--- config.mk ---
export PLATFORM = sky130hd
export DESIGN_NAME = dns_answer_ipv4_extractor_unit
export DESIGN_NICKNAME = d
export VERILOG_FILES = /design/src/rtl/dnsa_pkg.sv /design/src/rtl/dnsa_parser.sv /design/src/rtl/dns_answer_ipv4_extractor_unit.sv
export SDC_FILE = /design/constraint.sdc
export NUM_CORES = 1
export LEC_CHECK = 0
export ABC_CLOCK_PERIOD_IN_PS = 5850
export BUFFER_PORTS_ARGS = -buffer_cell sky130_fd_sc_hd__buf_2
export CAP_MARGIN = 20
export CORE_MARGIN = 4
export CORE_UTILIZATION = 30
export DETAILED_ROUTE_END_ITERATION = 6
export SKIP_CTS_REPAIR_TIMING = 1
export SLEW_MARGIN = 25
export SYNTH_ARGS = -nofsm -noshare
export SYNTH_HDL_FRONTEND = slang
export SYNTH_SLANG_ARGS = --single-unit
export TNS_END_PERCENT = 50
--- constraint.sdc ---
create_clock -name clk_i -period 5.85 [get_ports clk_i]
set_clock_uncertainty 0.2 [all_clocks]
set_input_delay 0.585 -clock clk_i [delete_from_list [all_inputs] [get_ports clk_i]]
set_output_delay 0.585 -clock clk_i [all_outputs]
set_load 0.01 [all_outputs]
--- src/rtl/dnsa_pkg.sv ---
`default_nettype none

package dnsa_pkg;

  localparam int unsigned ByteW     = 8;
  localparam int unsigned CountW    = 16;
  localparam int unsigned AnsW      = 4;
  localparam int unsigned AddrW     = 32;
  localparam int unsigned ShiftW    = 24;
  localparam int unsigned OutDataW  = ((AddrW + AnsW + 7) / 8) * 8;

  localparam logic [CountW-1:0] HeaderBytes   = CountW'(12);
  localparam logic [CountW-1:0] QtailBytes    = CountW'(4);
  localparam logic [CountW-1:0] AnsFixedBytes = CountW'(10);
  localparam logic [CountW-1:0] RdlenBytes    = CountW'(2);
  localparam logic [CountW-1:0] Ipv4Bytes     = CountW'(4);
  localparam logic [AnsW-1:0]   AnsMax        = '1;
  localparam logic [AnsW-1:0]   MaxAnswersRst = AnsW'(2);

  typedef enum logic [2:0] {
    PhHeader,
    PhQlen,
    PhQlabel,
    PhQtail,
    PhAfixed,
    PhRdlen,
    PhRdata,
    PhIgnore
  } phase_e;

  // one parser result, present only when has_result is set
  typedef struct packed {
    logic             has_result;
    logic             addr_valid;
    logic [AddrW-1:0] address;
    logic [AnsW-1:0]  answer_index;
    logic             end_of_message;
  } result_t;

endpackage

`default_nettype wire

--- src/rtl/dnsa_parser.sv ---
`default_nettype none

module dnsa_parser (
  input  wire                          clk_i,
  input  wire                          rst_ni,
  input  wire                          step_i,
  input  wire  [dnsa_pkg::ByteW-1:0]   data_byte_i,
  input  wire                          last_byte_i,
  input  wire  [dnsa_pkg::AnsW-1:0]    max_answers_i,
  output dnsa_pkg::result_t            result_o
);
  import dnsa_pkg::*;

  phase_e            phase_q, phase_d;
  logic [CountW-1:0] cnt_q, cnt_d;
  logic [CountW-1:0] rdlen_q, rdlen_d;
  logic [ShiftW-1:0] shift_q, shift_d;
  logic [AnsW-1:0]   ans_q, ans_d;

  logic [CountW-1:0] cnt_dec;
  logic [CountW-1:0] rdlen_new;
  logic [AnsW-1:0]   ans_inc;

  assign cnt_dec   = cnt_q - CountW'(1);
  assign rdlen_new = {rdlen_q[CountW-ByteW-1:0], data_byte_i};
  assign ans_inc   = (ans_q == AnsMax) ? ans_q : ans_q + AnsW'(1);

  always_ff @(posedge clk_i or negedge rst_ni) begin
    if (!rst_ni) begin
      phase_q <= PhHeader;
      cnt_q   <= HeaderBytes;
      rdlen_q <= '0;
      shift_q <= '0;
      ans_q   <= '0;
    end else if (step_i) begin
      phase_q <= phase_d;
      cnt_q   <= cnt_d;
      rdlen_q <= rdlen_d;
      shift_q <= shift_d;
      ans_q   <= ans_d;
    end
  end

  always_comb begin
    phase_d  = phase_q;
    cnt_d    = cnt_q;
    rdlen_d  = rdlen_q;
    shift_d  = shift_q;
    ans_d    = ans_q;
    result_o = '0;

    case (phase_q)
      PhHeader, PhQlabel: begin
        cnt_d = cnt_dec;
        if (cnt_dec == '0) begin
          phase_d = PhQlen;
        end
      end
      PhQlen: begin
        if (data_byte_i == '0) begin
          phase_d = PhQtail;
          cnt_d   = QtailBytes;
        end else begin
          phase_d = PhQlabel;
          cnt_d   = CountW'(data_byte_i);
        end
      end
      PhQtail: begin
        cnt_d = cnt_dec;
        if (cnt_dec == '0) begin
          if (ans_q < max_answers_i) begin
            phase_d = PhAfixed;
            cnt_d   = AnsFixedBytes;
          end else begin
            phase_d = PhIgnore;
            cnt_d   = '0;
          end
        end
      end
      PhAfixed: begin
        cnt_d = cnt_dec;
        if (cnt_dec == '0) begin
          phase_d = PhRdlen;
          cnt_d   = RdlenBytes;
          rdlen_d = '0;
        end
      end
      PhRdlen: begin
        rdlen_d = rdlen_new;
        cnt_d   = cnt_dec;
        if (cnt_dec == '0) begin
          shift_d = '0;
          if (rdlen_new == '0) begin
            ans_d = ans_inc;
            if (ans_inc < max_answers_i) begin
              phase_d = PhAfixed;
              cnt_d   = AnsFixedBytes;
            end else begin
              phase_d = PhIgnore;
              cnt_d   = '0;
            end
          end else begin
            phase_d = PhRdata;
            cnt_d   = rdlen_new;
          end
        end
      end
      PhRdata: begin
        if (rdlen_q == Ipv4Bytes) begin
          if (cnt_q == CountW'(1)) begin
            result_o.addr_valid   = 1'b1;
            result_o.address      = {shift_q, data_byte_i};
            result_o.answer_index = ans_q;
          end
          shift_d = {shift_q[ShiftW-ByteW-1:0], data_byte_i};
        end
        cnt_d = cnt_dec;
        if (cnt_dec == '0) begin
          ans_d = ans_inc;
          if (ans_inc < max_answers_i) begin
            phase_d = PhAfixed;
            cnt_d   = AnsFixedBytes;
          end else begin
            phase_d = PhIgnore;
            cnt_d   = '0;
          end
        end
      end
      default: ;
    endcase

    // end of message returns the parser to its starting point
    if (last_byte_i) begin
      phase_d = PhHeader;
      cnt_d   = HeaderBytes;
      rdlen_d = '0;
      shift_d = '0;
      ans_d   = '0;
    end

    result_o.end_of_message = last_byte_i;
    result_o.has_result     = result_o.addr_valid | last_byte_i;
  end

endmodule

`default_nettype wire

--- src/rtl/dns_answer_ipv4_extractor_unit.sv ---
`default_nettype none

// path: an accepted input item passes the input register and the parser; a result goes via the result register
// throughput: one byte item per cycle while no result waits on a held result register, set by the
// parser update between the input register and the result register
// reset: asynchronous, active low; parser to header skip, max_answers to 2,
// both registers emptied
module dns_answer_ipv4_extractor_unit (
  input  wire                              clk_i,
  input  wire                              rst_ni,
  // configuration: max_answers
  input  wire                              cfg_we_i,
  input  wire  [dnsa_pkg::AnsW-1:0]        cfg_wdata_i,
  // input byte stream
  input  wire                              s_tvalid_i,
  output logic                             s_tready_o,
  input  wire  [dnsa_pkg::ByteW-1:0]       s_tdata_i,   // [7:0] data_byte
  input  wire                              s_tlast_i,   // last_byte
  // result stream
  output logic                             m_tvalid_o,
  input  wire                              m_tready_i,
  output logic [dnsa_pkg::OutDataW-1:0]    m_tdata_o,   // [31:0] address, [35:32] answer_index
  output logic                             m_tuser_o,   // addr_valid
  output logic                             m_tlast_o    // end_of_message
);
  import dnsa_pkg::*;

  logic [AnsW-1:0]  max_answers_q;

  // input register
  logic             in_valid_q;
  logic [ByteW-1:0] in_byte_q;
  logic             in_last_q;

  // result register
  logic             out_valid_q;
  logic             out_addr_valid_q;
  logic [AddrW-1:0] out_address_q;
  logic [AnsW-1:0]  out_index_q;
  logic             out_eom_q;

  result_t          res;
  logic             step;
  logic             s_accept;

  // an item moves on unless it has a result and the result register is still held
  assign step       = in_valid_q & (~res.has_result | ~out_valid_q | m_tready_i);
  assign s_tready_o = ~in_valid_q | step;
  assign s_accept   = s_tvalid_i & s_tready_o;

  always_ff @(posedge clk_i or negedge rst_ni) begin
    if (!rst_ni) begin
      max_answers_q <= MaxAnswersRst;
    end else if (cfg_we_i) begin
      max_answers_q <= cfg_wdata_i;
    end
  end

  always_ff @(posedge clk_i or negedge rst_ni) begin
    if (!rst_ni) begin
      in_valid_q <= 1'b0;
    end else if (s_tready_o) begin
      in_valid_q <= s_tvalid_i;
    end
  end

  // payload, no reset needed
  always_ff @(posedge clk_i) begin
    if (s_accept) begin
      in_byte_q <= s_tdata_i;
      in_last_q <= s_tlast_i;
    end
  end

  dnsa_parser u_parser (
    .clk_i         (clk_i),
    .rst_ni        (rst_ni),
    .step_i        (step),
    .data_byte_i   (in_byte_q),
    .last_byte_i   (in_last_q),
    .max_answers_i (max_answers_q),
    .result_o      (res)
  );

  always_ff @(posedge clk_i or negedge rst_ni) begin
    if (!rst_ni) begin
      out_valid_q <= 1'b0;
    end else if (step & res.has_result) begin
      out_valid_q <= 1'b1;
    end else if (m_tready_i) begin
      out_valid_q <= 1'b0;
    end
  end

  always_ff @(posedge clk_i) begin
    if (step & res.has_result) begin
      out_addr_valid_q <= res.addr_valid;
      out_address_q    <= res.address;
      out_index_q      <= res.answer_index;
      out_eom_q        <= res.end_of_message;
    end
  end

  assign m_tvalid_o = out_valid_q;
  assign m_tdata_o  = OutDataW'({out_index_q, out_address_q});
  assign m_tuser_o  = out_addr_valid_q;
  assign m_tlast_o  = out_eom_q;

endmodule

`default_nettype wire
### Word level (Yosys, flattened, before mapping)

Index checks and enable logic that the tools add are counted.

* logic and storage cells: 98
* bits in registers: 116
* output and inout bits: 44

* eq/ne operators: 16
* reduce and logical (&&, ||, !) cells: 15
* bitwise operators: 10
* mux-type cells: 39
* order comparisons: 2
* add/sub/neg operators: 2

Operators with widths (count)
* 2-to-1 mux 16 bit: 8
* 2-to-1 mux 37 bit: 3
* case mux 16 bit (6 select lines): 1
* 2-to-1 mux 24 bit: 3
* case mux 24 bit (2 select lines): 1
* logical NOT 16 bit: 2
* case mux 16 bit (2 select lines): 1
* 2-to-1 mux 4 bit: 7
* 2-to-1 mux 3 bit: 7
* != test 3 x 2 -> 1 bit, second input constant: 7
* case mux 3 bit (6 select lines): 1
* == test 16 x 1 -> 1 bit, second input constant: 1
* == test 16 x 3 -> 1 bit, second input constant: 1
* subtractor 16 x 1 -> 16 bit, second input constant: 1
* == test 3 bit, second input constant: 3
* logical NOT 8 bit: 1
* less-than comparator 4 bit: 2
* 2-to-1 mux 8 bit: 1
* case mux 4 bit (2 select lines): 1
* AND reduction 7 bit: 1
* nonzero test 7 bit: 1
* == test 3 x 2 -> 1 bit, second input constant: 2
* AND reduction 3 bit: 2
* nonzero test 3 bit: 2
* 14 further kinds: 24

### Longest topological paths before layout

Gate-level depths: netlist of run 1.

* depth in word-level cells: 11
* mapped depth: 13

### Cells and area by module

Synthesis of run 1 repeated with hierarchy kept, for this count alone.

* cell total of the unflattened synthesis: 538
* area, all modules: 5803.1 µm²

By module, submodules not included
* dnsa_parser: cells an instance 468, area each 4090.2 µm², instances 1, sequential area each 1579.0 µm²
* dns_answer_ipv4_extractor_unit: cells an instance 70, area each 1712.9 µm², instances 1, sequential area each 1562.7 µm²

### Worst setup path before layout of run 1

OpenSTA, ideal clock, no wires.

* kind: register -> register
* from: register u_parser.rdlen_q[13]
* to: register out_eom_q, in the netlist m_tlast_o, enable pin
* clock period less this slack: 4083 ps
* slack: 1767 ps
* required time: 5217 ps
* stages on the path, launching flop included: 6
* arrival time: 3450 ps
* path buffers: 0
* cells stage by stage: dfrtp_1 > or4_1 > or4_4 > nor4b_4 > nor2_2 > nor2_1

* longest elaborated chain between the ends: 9

RTL lines
* start: declaration: RTL line dnsa_parser.sv:16 `logic [CountW-1:0] rdlen_q, rdlen_d;`
* start signal: assignment: RTL line dnsa_parser.sv:38 `rdlen_q <= rdlen_d;`
* == test 16 x 3 -> 1 bit (*): RTL line dnsa_parser.sv:109 `if (rdlen_q == Ipv4Bytes) begin`
* 2-to-1 mux 37 bit (*): RTL line dnsa_parser.sv:109
* 2-to-1 mux 37 bit (*): RTL line dnsa_parser.sv:52 `case (phase_q)`
* OR 1 bit (*): RTL line dnsa_parser.sv:142 `result_o.has_result = result_o.addr_valid | last_byte_i;`
* inverter 1 bit: RTL line dns_answer_ipv4_extractor_unit.sv:47 `assign step = in_valid_q & (~res.has_result | ~out_valid_q | m_tready_i);`
* OR 1 bit (2 in series): RTL line dns_answer_ipv4_extractor_unit.sv:47
* bitwise AND 1 bit: RTL line dns_answer_ipv4_extractor_unit.sv:47
* bitwise AND 1 bit (*): RTL line dns_answer_ipv4_extractor_unit.sv:96 `if (step & res.has_result) begin`
* end signal: assignment: RTL line dns_answer_ipv4_extractor_unit.sv:100 `out_eom_q <= res.end_of_message;`
* end: declaration: RTL line dns_answer_ipv4_extractor_unit.sv:40 `logic out_eom_q;`

Every way passes the cells marked *; elsewhere a longest branch is shown, timed or not.
A chain may end at the register's enable or synchronous reset.

### Worst setup path after layout of run 1

* from: register u_parser.phase_q[2]
* to: register out_address_q[23], enable pin

* longest elaborated chain between the ends: 8

RTL lines
* start: declaration: RTL line dnsa_parser.sv:14 `phase_e phase_q, phase_d;`
* start signal: assignment: RTL line dnsa_parser.sv:30 `phase_q <= PhHeader;`
* start signal: assignment: RTL line dnsa_parser.sv:36 `phase_q <= phase_d;`
* == test 3 bit (*): RTL line dnsa_parser.sv:52
* 2-to-1 mux 37 bit (*): RTL line dnsa_parser.sv:52
* OR 1 bit (*): RTL line dnsa_parser.sv:142
* inverter 1 bit: RTL line dns_answer_ipv4_extractor_unit.sv:47
* OR 1 bit (2 in series): RTL line dns_answer_ipv4_extractor_unit.sv:47
* bitwise AND 1 bit: RTL line dns_answer_ipv4_extractor_unit.sv:47
* bitwise AND 1 bit (*): RTL line dns_answer_ipv4_extractor_unit.sv:96
* end signal: assignment: RTL line dns_answer_ipv4_extractor_unit.sv:98 `out_address_q <= res.address;`
* end: declaration: RTL line dns_answer_ipv4_extractor_unit.sv:38 `logic [AddrW-1:0] out_address_q;`

Marks and branches as above.

==> results of run 1 <==
## sequential cells by signal, summed over array words and instances (netlist names)
signal and count:
in_valid_q 1, u_parser.shift_q 24, u_parser.rdlen_q 16, in_last_q 1
m_tuser_o 1, u_parser.cnt_q 16, in_byte_q 8, m_tlast_o 1
out_index_q 4, m_tvalid_o 1, out_address_q 32, u_parser.phase_q 3
max_answers_q 4, u_parser.ans_q 4
## path summary, 6_finish.rpt
path / start / end / slack (ns) / cells past startpoint
hold reg to reg: u_parser.shift_q[19]$_DFFE_PN0P_ / u_parser.shift_q[19]$_DFFE_PN0P_ / 0.27 / 2
setup reg to reg: u_parser.phase_q[2]$_DFFE_PN0P_ / out_address_q[23]$_SDFFCE_PN0P_ / 1.79 / 8
max in group asynchronous: rst_ni / u_parser.rdlen_q[12]$_DFFE_PN0P_ / 4.89 / 2
min in group clk_i: s_tdata_i[3] / in_byte_q[3]$_DFFE_PP_ / 0.15 / 1
setup / recovery: u_parser.phase_q[2]$_DFFE_PN0P_ / out_address_q[23]$_SDFFCE_PN0P_ / 1.79 / 8
hold / removal: rst_ni / u_parser.cnt_q[6]$_DFFE_PN0P_ / 0.05 / 2
## synth_stat cells (14+ instances only)
| library cell | count |
|---|---|
| nand2_1 | 73 |
| dfrtp_1 | 66 |
| edfxtp_1 | 47 |
| and2_1 | 41 |
| nor2_1 | 37 |
| o21ai_0 | 25 |
| o21ai_1 | 23 |
| nand3_1 | 21 |
| a21oi_1 | 19 |
| clkbuf_1 | 18 |
| a22o_1 | 16 |
| inv_1 | 14 |
## power breakdown
group	switching, mW	leakage (nW)	total (mW)	internal [mW]
Sequential	0.104	1.41	1.01	0.907
Combinational	0.299	1.19	0.490	0.191
Clock	0.377	0.282	1.01	0.630
## layout make-up
| type | count | area, sq um | share of cell area [%] |
|---|---|---|---|
| Timing Repair Buffer | 62 | 347 | 4.97 |
| Multi-Input combinational cell | 407 | 2530 | 36.2 |
| Inverter | 15 | 56.3 | 0.807 |
| Sequential cell | 116 | 3140 | 45.0 |
| Clock buffer | 18 | 429 | 6.15 |
| Tap cell | 260 | 325 | 4.66 |
| Clock inverter | 14 | 153 | 2.19 |
## through the flow
step           std cells  hold slack, ns  util, %  power [mW]  setup WS (ns)
4_1_cts              891           0.128     36.6        2.52           1.71
3_5_place_dp         859           0.263     33.6        1.50           1.72
5_1_grt              892           0.127     36.8        2.63           1.44
6_report             892          0.0507     36.8        2.51           1.79
3_3_place_gp         859           0.255     33.6        1.50           1.80
2_1_floorplan        571          0.0894        -        1.36           1.77
## cells by family (layout without fill, tap and decap cells)
logic type	Yosys count	count (layout)	share of synthesized area [%]
AO/OA/AOI/OAI	138	138	16.3
flip-flops	116	116	53.5
XOR/XNOR	6	6	0.895
multiplexers	3	3	0.554
other	1	4	0.0639
AND/OR/NAND/NOR	247	247	22.8
adder cells (fa/ha/maj)	9	9	1.92
buffers and inverters	48	109	4.03
## metal layers
metal / global-route usage (%) / up-vias / wire length (um) / part of all wire, %
met1: 18.4 / 2179 / 6760 / 47
met2: 20.1 / 131 / 6400 / 45
li1: - / 2188 / - / -
met4: 5.22 / 0 / 295 / 2.1
met3: 3.49 / 23 / 809 / 5.7
met5: 0 / - / 0 / 0
==> flow_summary.ini, run 1 <==
[routing]
drc = 0
ant_nets = 0
dr.pass1.iters = 5
vias_per_cell = 5.07
routedWlPerCell_um = 16.0
routed_wirelength_um = 14300
dr_total_vias = 4521
drt_iter0_drc = 329

[cts]
htreeDepth = 4
numCtsBuffers = 17
clock_sinks = 116
clkTransAtPathRegs_ns = 0.06
cts-root-buf = clkbuf_16
clk_latency_ns = 0.42
cts_tree = built
clk_path_buf_depth = 2

[layout]
final_cell_mix = nand2_1, dfrtp_1, buf_2, edfxtp_1, and2_1
layout-drive-gt1-share_pct = 19.5
final_common_cell = nand2_1
num_antenna_cells = 0
syn_to_final_growth_pct = 18.8
fill_cells = 1885
fin_nets = 646
stdcell_area_sq_um = 6980

[setup_path]
cp_top_family = simple AND/OR/NAND/NOR gates
path_cells = nand3b_1 -> or4_4 -> nor4b_4 -> buf_4 -> nor2_2 -> o21ai_1 -> nor2_4 -> buf_16
worstPathRequired_ns = 5.82
worstPathMaxFanout = 39
critical_path_class = register to register
arrival_ns = 4.03
slowest_delay_ns = 0.83
path_buf_inv = 2
cp_slowest_cell = dfrtp_1
endpoint_kind = register
start_kind = register

[floorplan]
core_sq_um = 19000
dieArea_sq_um = 21900
io_pins = 62
rows = 50
die_h_um = 148
initial_utilization_pct = 31.0
dieWidth_um = 148

[global_route]
grt_overflow = 0
grt_usage_pct = 13.4
grt_pass1_vias = 4328
grt_pass1_wl_um = 23300
grt_max_degree = 70
grt_antenna_before_repair = 0

[sta]
max_slew.worst_pin.slew_ns = 0.935
final-setup-viol-count = 0
timing.final.crit_share_pct = 69.5
hold_viol = 0
min_period_ns = 4.06
finalMaxSlewViolations = 0
fmax_mhz = 246
rsz0062_at_grt = false
max_slew_margin_pct = 37.2
finalSetupTns_ns = 0

[synthesis]
ys_warn_count = 0
synth_flop_cell = dfrtp_1
synthTopCellsByArea = dfrtp_1, edfxtp_1, nand2_1
synth_top_area_share_pct = 28.1
synthCells = 568
avgSynthCellArea_sq_um = 10.3
synth_top_cell_by_area = dfrtp_1
ys_ff_latch = 116
ys_seq_area_share_pct = 53.5
synth_area_sq_um = 5870
synthArstFlopShare_pct = 59.5
synth-edff-count = 47
synth.distinct_cells = 75

[outcome]
outcome = finished, final reports clean

[hold_path]
worstHoldPathType = input pin to async pin

[power]
leakage_nw = 2.89
vdd_drop_max_uv = 195
cellPowerDensity_nw_per_um2 = 359

[flow_run]
maxCapViolations = 0

[placement]
port_buffers = 57
gp_congestion = 0.891
dpl_cell_area_sq_um = 6360
dpl.hpwl_um = 10000
Note: power is estimated with default switching activity, not from simulation.
==> run 2: changes to the inputs <==
- ABC_CLOCK_PERIOD_IN_PS: 5850 -> 3900
- clock period: 5.85 -> 3.9 ns (I/O delays scaled with it)
==> flow_summary.ini, run 2 (synthesized netlist as in run 1, its figures left out) <==
[floorplan]
die_h_um = 148
io_pins = 62
dieWidth_um = 148
dieArea_sq_um = 21900
rows = 50
core_sq_um = 19000
initial_utilization_pct = 31.0

[placement]
dpl_cell_area_sq_um = 6430
port_buffers = 57
dpl.hpwl_um = 10200
gp_congestion = 0.903

[global_route]
use_met3_pct = 3.16
grt_overflow = 0
grt_antenna_before_repair = 0
grt_max_degree = 42
grtUsageMet1_pct = 18.4
met2_usage_pct = 21.3
grt_pass1_wl_um = 23500
busiest_layer = met2
grt_pass1_vias = 4347
grt_usage_pct = 13.4

[cts]
clk_latency_ns = 0.41
numCtsBuffers = 17
clock_sinks = 116
clk_path_buf_depth = 2
cts_tree = built
clkTransAtPathRegs_ns = 0.06
htreeDepth = 4
cts-root-buf = clkbuf_16

[setup_path]
arrival_ns = 3.59
start_kind = register
critical_path_class = register to register
worstPathRequired_ns = 3.98
worstPathMaxFanout = 32
endpoint_kind = register

[layout]
final_common_cell = nand2_1
regMostFlops = out_address_q
layout-drive-gt1-share_pct = 20.4
top_regs = out_address_q: 32 flops, u_parser.shift_q: 24 flops
fin_nets = 666
stdcell_area_sq_um = 7150
fill_cells = 1872
final_cell_mix = nand2_1, dfrtp_1, buf_2, edfxtp_1, and2_1
syn_to_final_growth_pct = 21.7
largest_reg_flops = 32
num_antenna_cells = 0

[power]
vdd_drop_max_uv = 228
leakage_nw = 2.98
total_power_mw = 3.77
cellPowerDensity_nw_per_um2 = 528

[routing]
routed_wirelength_um = 14600
drc = 0
vias_per_cell = 5.04
routedWlPerCell_um = 16.0
dr.pass1.iters = 5
dr_total_vias = 4597
drt_iter0_drc = 342
ant_nets = 0

[sta]
fmax_mhz = 285
final-setup-viol-count = 0
min_period_ns = 3.51
max_slew.worst_pin.slew_ns = 0.855
timing.final.crit_share_pct = 90.0
max_slew_margin_pct = 42.9
finalSetupTns_ns = 0
rsz0062_at_grt = false
hold_ws_ns = -0.00847
finalMaxSlewViolations = 0
hold_viol = 1

[flow_run]
maxCapViolations = 0

[outcome]
failed_checks = hold timing
outcome = complete, but fails checks

[hold_path]
worstHoldPathType = input pin to register
-- run 2: cell count changes in the layout (fill, tap and decap cells not counted) --
| cell | before | now |
|---|---|---|
| buf_2 | 57 | 56 |
| buf_4 | 3 | 14 |
| buf_6 | 1 | 0 |
| bufinv_16 | 2 | 0 |
| clkbuf_1 | 1 | 0 |
| clkbuf_16 | 17 | 18 |
| clkinv_4 | 4 | 2 |
| clkinvlp_4 | 2 | 3 |
| dlygate4sd3_1 | 0 | 11 |
| inv_4 | 1 | 0 |
| inv_6 | 3 | 5 |
| inv_8 | 0 | 2 |
| nor4b_2 | 1 | 0 |
| nor4b_4 | 1 | 2 |
-- run 2: layer usage --
metal  up-vias  share of wire [%]
met5         -                  0
met4         0               0.93
met3        12                6.3
met2       144                 47
met1      2224                 45
li1       2217                  -
-- run 2: final cells by class --
type                    count  area [sq um]  area share, %
flip-flops and latches    116          3140           44.0
repair buffers             82           523           7.32
multi-input cells         407          2530           35.5
clock inverters            14           116           1.63
clock buffers              18           450           6.30
well taps                 260           325           4.55
inverters                  15          56.3          0.788
-- run 2: worst max-delay path, cell delays in order (launching register included) --
cell and delay (ns):
dfrtp_1 0.40, inv_1 0.11, ha_1 0.38, nor4b_4 0.46, o21ai_0 0.27, nand4_1 0.23
nor4_1 0.08, buf_4 0.16, o31ai_4 0.54, buf_4 0.40, o21ai_0 0.13
-- run 2: power breakdown --
| group | internal (mW) | leakage [nW] | switching, mW |
|---|---|---|---|
| Sequential | 1.36 | 1.41 | 0.119 |
| Clock | 0.867 | 0.273 | 0.606 |
| Combinational | 0.316 | 1.29 | 0.505 |
| Total | 2.54 | 2.98 | 1.23 |
-- run 2: final timing paths --
check,cells after the start,slack [ns],start,end
worst max-delay path,10,0.39,u_parser.cnt_q[0]$_DFFE_PN0P_,u_parser.shift_q[16]$_DFFE_PN0P_
worst min-delay path,3,-0.008,cfg_wdata_i[1],max_answers_q[1]$_DFFE_PN1P_
worst max register to register,10,0.39,u_parser.cnt_q[0]$_DFFE_PN0P_,u_parser.shift_q[16]$_DFFE_PN0P_
worst min register to register,2,0.28,u_parser.shift_q[16]$_DFFE_PN0P_,u_parser.shift_q[16]$_DFFE_PN0P_
max in group asynchronous,3,2.37,rst_ni,u_parser.shift_q[21]$_DFFE_PN0P_
min in group asynchronous,2,0.32,rst_ni,u_parser.cnt_q[5]$_DFFE_PN0P_
-- run 2: per-stage QoR --
step                util (%)  std cells  setup slack, ns
finish                  37.7        912            0.390
global route            37.7        912           0.0255
CTS                     36.9        900            0.214
detailed placement      33.9        868            0.218
global placement        33.9        868            0.266
floorplan                  -        571            0.444
